<file path="config.mk">
export PLATFORM = sky130hd
export DESIGN_NAME = vmsr_fifo
export DESIGN_NICKNAME = d
export VERILOG_FILES = /design/src/rtl/vmsr_fifo.sv
export SDC_FILE = /design/constraint.sdc
export NUM_CORES = 1
export LEC_CHECK = 0
export BUFFER_PORTS_ARGS = -buffer_cell sky130_fd_sc_hd__buf_4
export CORE_AREA = 3 3 55 57
export DETAILED_ROUTE_END_ITERATION = 16
export DIE_AREA = 0 0 58 60
export SETUP_SLACK_MARGIN = 0.15
export SLEW_MARGIN = 20
export SYNTH_ARGS = -nofsm -noshare
export SYNTH_HDL_FRONTEND = slang
export SYNTH_SLANG_ARGS = --single-unit
</file>
<file path="constraint.sdc">
create_clock -name i_clk -period 2.5 [get_ports i_clk]
set_input_delay 0.25 -clock i_clk [delete_from_list [all_inputs] [get_ports i_clk]]
set_output_delay 0.25 -clock i_clk [all_outputs]
set_load 0.005 [all_outputs]
</file>
<file path="src/rtl/vmsr_fifo.sv">
// ============================================================================
// vmsr_fifo: small register queue
// Holds words between pipeline sections; the head word is shown while the
// queue is not empty.
// ============================================================================
module vmsr_fifo #(
    parameter int DEPTH = 4,
    parameter type t_word = logic
) (
    input  logic  i_clk,
    input  logic  i_rst_n,
    input  logic  i_push,
    input  t_word i_data,
    output logic  o_full,
    input  logic  i_pop,
    output t_word o_data,
    output logic  o_empty
);

    localparam int AW = (DEPTH > 1) ? $clog2(DEPTH) : 1;
    localparam int CW = $clog2(DEPTH + 1);

    t_word          r_mem [DEPTH];
    logic [AW-1:0]  r_wr, n_wr, r_rd, n_rd;
    logic [CW-1:0]  r_cnt, n_cnt;
    logic           w_do_push, w_do_pop;

    assign o_full    = (r_cnt == CW'(DEPTH));
    assign o_empty   = (r_cnt == '0);
    assign w_do_push = i_push && !o_full;
    assign w_do_pop  = i_pop && !o_empty;
    assign o_data    = r_mem[r_rd];

    // advance pointers with wrap at the depth
    always_comb begin
        n_wr  = r_wr;
        n_rd  = r_rd;
        n_cnt = r_cnt;
        if (w_do_push) begin
            n_wr = (r_wr == AW'(DEPTH - 1)) ? '0 : r_wr + AW'(1);
        end
        if (w_do_pop) begin
            n_rd = (r_rd == AW'(DEPTH - 1)) ? '0 : r_rd + AW'(1);
        end
        if (w_do_push && !w_do_pop) begin
            n_cnt = r_cnt + CW'(1);
        end else if (w_do_pop && !w_do_push) begin
            n_cnt = r_cnt - CW'(1);
        end
    end

    always_ff @(posedge i_clk) begin
        if (!i_rst_n) begin
            r_wr  <= '0;
            r_rd  <= '0;
            r_cnt <= '0;
        end else begin
            r_wr  <= n_wr;
            r_rd  <= n_rd;
            r_cnt <= n_cnt;
        end
    end

    // store the incoming word
    always_ff @(posedge i_clk) begin
        if (w_do_push) begin
            r_mem[r_wr] <= i_data;
        end
    end

`ifndef SYNTHESIS
    a_cnt_range: assert property (@(posedge i_clk) disable iff (!i_rst_n)
        r_cnt <= CW'(DEPTH))
        else $error("vmsr_fifo: count beyond depth");
    a_no_overrun: assert property (@(posedge i_clk) disable iff (!i_rst_n)
        !(i_push && o_full))
        else $error("vmsr_fifo: push into a full queue");
    a_push_fills: assert property (@(posedge i_clk) disable iff (!i_rst_n)
        (i_push && !o_full && !i_pop) |=> !o_empty)
        else $error("vmsr_fifo: pushed word lost");
`endif

endmodule

</file>
==> reports/qor.yml <==
grt_overflow: 0
synth.largest_area_cell: "dfxtp_1"
die_h_um: 60
use_met2: 0.08710
grt_busiest_layer: "met2"
coreArea_sq_um: 2522
first_global_vias: 387
clkLatencyLatePin_ps: 270
synth_enable_flop_cells: 4
synth_area_leaders: "dfxtp_1 (29%), edfxtp_1 (19%), ha_1 (12%)"
dpl_cell_area_sq_um: 716.9
status: "finished, final reports clean"
synth.top_cells.by_count: "dfxtp_1 (9), ha_1 (6), nand2_1 (6), and2_1 (5), edfxtp_1 (4)"
rows: 18
ys.flop_type: "dfxtp_1"
dr.pass1.iters: 4
diodes: 0
slew_violations: 0
start_util: 0.2490
cts_tree: "built"
endpoint_kind: "register"
clk_pin_slew_ps: 80
tns_ps: 0
ys_ff_latch: 13
cp_max_fo: 5
syn2layout_area_growth_pct: 19.72
switching_share: 0.3257
clockPowerShare: 0.181
synth_cell_types: 22
p_leak_nw: 0.3103
critical_path_required_ps: 2700
cts_setup_buffers: 0
internal-power_uw: 468.7
hold_class: "in2reg"
via_per_inst: 4.323
cts_root_buf: "clkbuf_4"
grt_pass1_wl_um: 1566
port_buffers: 7
crit_path_cell_trace: "nor3b_2 > nor2b_1 > ha_1 > inv_1 > fa_1 > xor2_1 > or3_1 > a21boi_1"
cts_buffers: 3
arrival_ps: 2350
die_w_um: 58
layout-drive-gt1-share: 0.2121
synth_nets: 68
rsz0062_at_grt: "no"
total_power_uw: 695.1
avgSynthCellArea_sq_um: 11.22
grt_antenna_before_repair: 0
yosys.area_share.xor_xnor: 0.02789
powerDensity_nw_per_um2: 924.4
drc_errors: 0
clockBufferDepth: 2
floorplan.die_area_sq_um: 3480
ys_seq_area_frac: 0.4781
drt-total-wl_um: 976
ys.warnings.count: 0
use_met1: 0.07359
combPwrFrac: 0.354
netlist.area_leader.share: 0.2869
syn_inst: 56
synth_compound_area_frac: 0.05578
drv_cap: 0
worstSetupPathType: "reg2reg"
met3_usage: 0.01296
htree_levels: 1
crit_buf_inv: 1
switchingPower_uw: 226.4
pin_count: 8
finClkSkew_ps: 0.6709
fin_crit_sh: 0.8576
cp_slowest_cell: "dfxtp_1"
design_area_sq_um: 752.0
grt_max_degree: 12
critPathTopFamily: "simple AND/OR/NAND/NOR gates"
nets: 79
hold_viol_final: 0
hpwl_um: 719.6
synth.area.mux_share: 0.08367
tightest_slew_ps: 300.8
synth_fa_ha_area_frac: 0.1514
ctsHoldBuffers: 0
yosys.area_share.simple: 0.1713
synth_top_family_by_area: "simple AND/OR/NAND/NOR gates"
cpPeakStageDelay_ps: 500
sequentialPowerShare: 0.465
slew_headroom: 0.7992
detail-route-antenna-nets: 0
critPathLaunchType: "register"
wire_per_inst_um: 10.17
grtUsageTotal: 0.06111
syn_area_sq_um: 628.1
cts_sinks: 13
drtIter0Drc: 12
async_flop_share: 0
fmax_mhz: 466.4
vdd_drop_max_uv: 449.3
vias: 415
cts-resized-gates: 0
setup_viol: 0
gp_congestion: 0.6615
period_needed_ps: 2144
synth.most_common_cell: "dfxtp_1"
-- final timing paths --
| path | depth (start not counted) | slack, ps | to | start |
|---|---|---|---|---|
| setup / recovery | 8 | 360 | r_cnt[2]$_SDFFE_PN0P_ | r_cnt[0]$_SDFFE_PN0P_ |
| hold / removal | 1 | 190 | r_mem[2]$_DFFE_PP_ | i_data |
| setup reg to reg | 8 | 360 | r_cnt[2]$_SDFFE_PN0P_ | r_cnt[0]$_SDFFE_PN0P_ |
| hold reg to reg | 2 | 500 | r_wr[1]$_SDFFE_PN0P_ | r_wr[1]$_SDFFE_PN0P_ |
-- cell usage in the layout (no fill, tap or decap), types with 2 or more instances in the layout --
cell type / count
dfxtp_1: 9
buf_4: 8
nand2_1: 6
ha_1: 6
and2_1: 5
edfxtp_1: 4
inv_1: 3
mux2i_1: 3
o21ai_0: 3
clkbuf_4: 3
nor2b_1: 2
nor2_1: 2
nand3_1: 2
-- metrics by stage --
| step | worst slack, ps | util | hold WS (ps) | cells |
|---|---|---|---|---|
| 6_report | 355.9 | 0.2981 | 188.7 | 96 |
| 5_1_grt | 206.3 | 0.2981 | 178.4 | 96 |
| 4_1_cts | 279.9 | 0.2946 | 171.7 | 96 |
| 3_5_place_dp | 287.8 | 0.2842 | 461.0 | 92 |
| 3_3_place_gp | 405.1 | 0.2842 | 456.4 | 92 |
| 2_1_floorplan | 500.7 | - | 348.9 | 56 |
-- final cells by class --
| class | instances | area, sq um |
|---|---|---|
| Fill cell | 261 | 1770 |
| Multi-Input combinational cell | 38 | 316.6 |
| Sequential cell | 13 | 300.3 |
| Timing Repair Buffer | 8 | 60.06 |
| Tap cell | 30 | 37.54 |
| Clock buffer | 4 | 26.28 |
| Inverter | 3 | 11.26 |
-- power groups by stage --
| stage | Combinational (mW) | Sequential [mW] | Clock (mW) |
|---|---|---|---|
| floorplan | 0.171 | 0.313 | 0 |
| global placement | 0.232 | 0.322 | 0 |
| detailed placement | 0.241 | 0.322 | 0 |
| CTS | 0.244 | 0.319 | 0.133 |
| global route | 0.277 | 0.331 | 0.139 |
| finish | 0.246 | 0.323 | 0.126 |
-- per-layer routing --
layer | share of wire | vias up
met3 | 0.052 | 2
met5 | 0 | -
met4 | 0.010 | 0
li1 | - | 207
met2 | 0.48 | 7
met1 | 0.45 | 199
-- worst reg2reg max path, delay by kind of cell, from the launching register on --
| family | cells | cell delay, ps |
|---|---|---|
| simple gates | 3 | 620 |
| compound gates | 1 | 140 |
| fa+ha+maj | 2 | 590 |
| buf+inv | 1 | 70 |
| flops | 1 | 500 |
| xor+xnor | 1 | 160 |
-- kinds of logic after synthesis --
| group | count (synthesis) |
|---|---|
| compound gates | 5 |
| xor+xnor | 2 |
| fa+ha+maj | 7 |
| buf+inv | 5 |
| flops | 13 |
| mux | 4 |
| simple gates | 20 |
No activity file was read; power rests on OpenSTA's default activity.
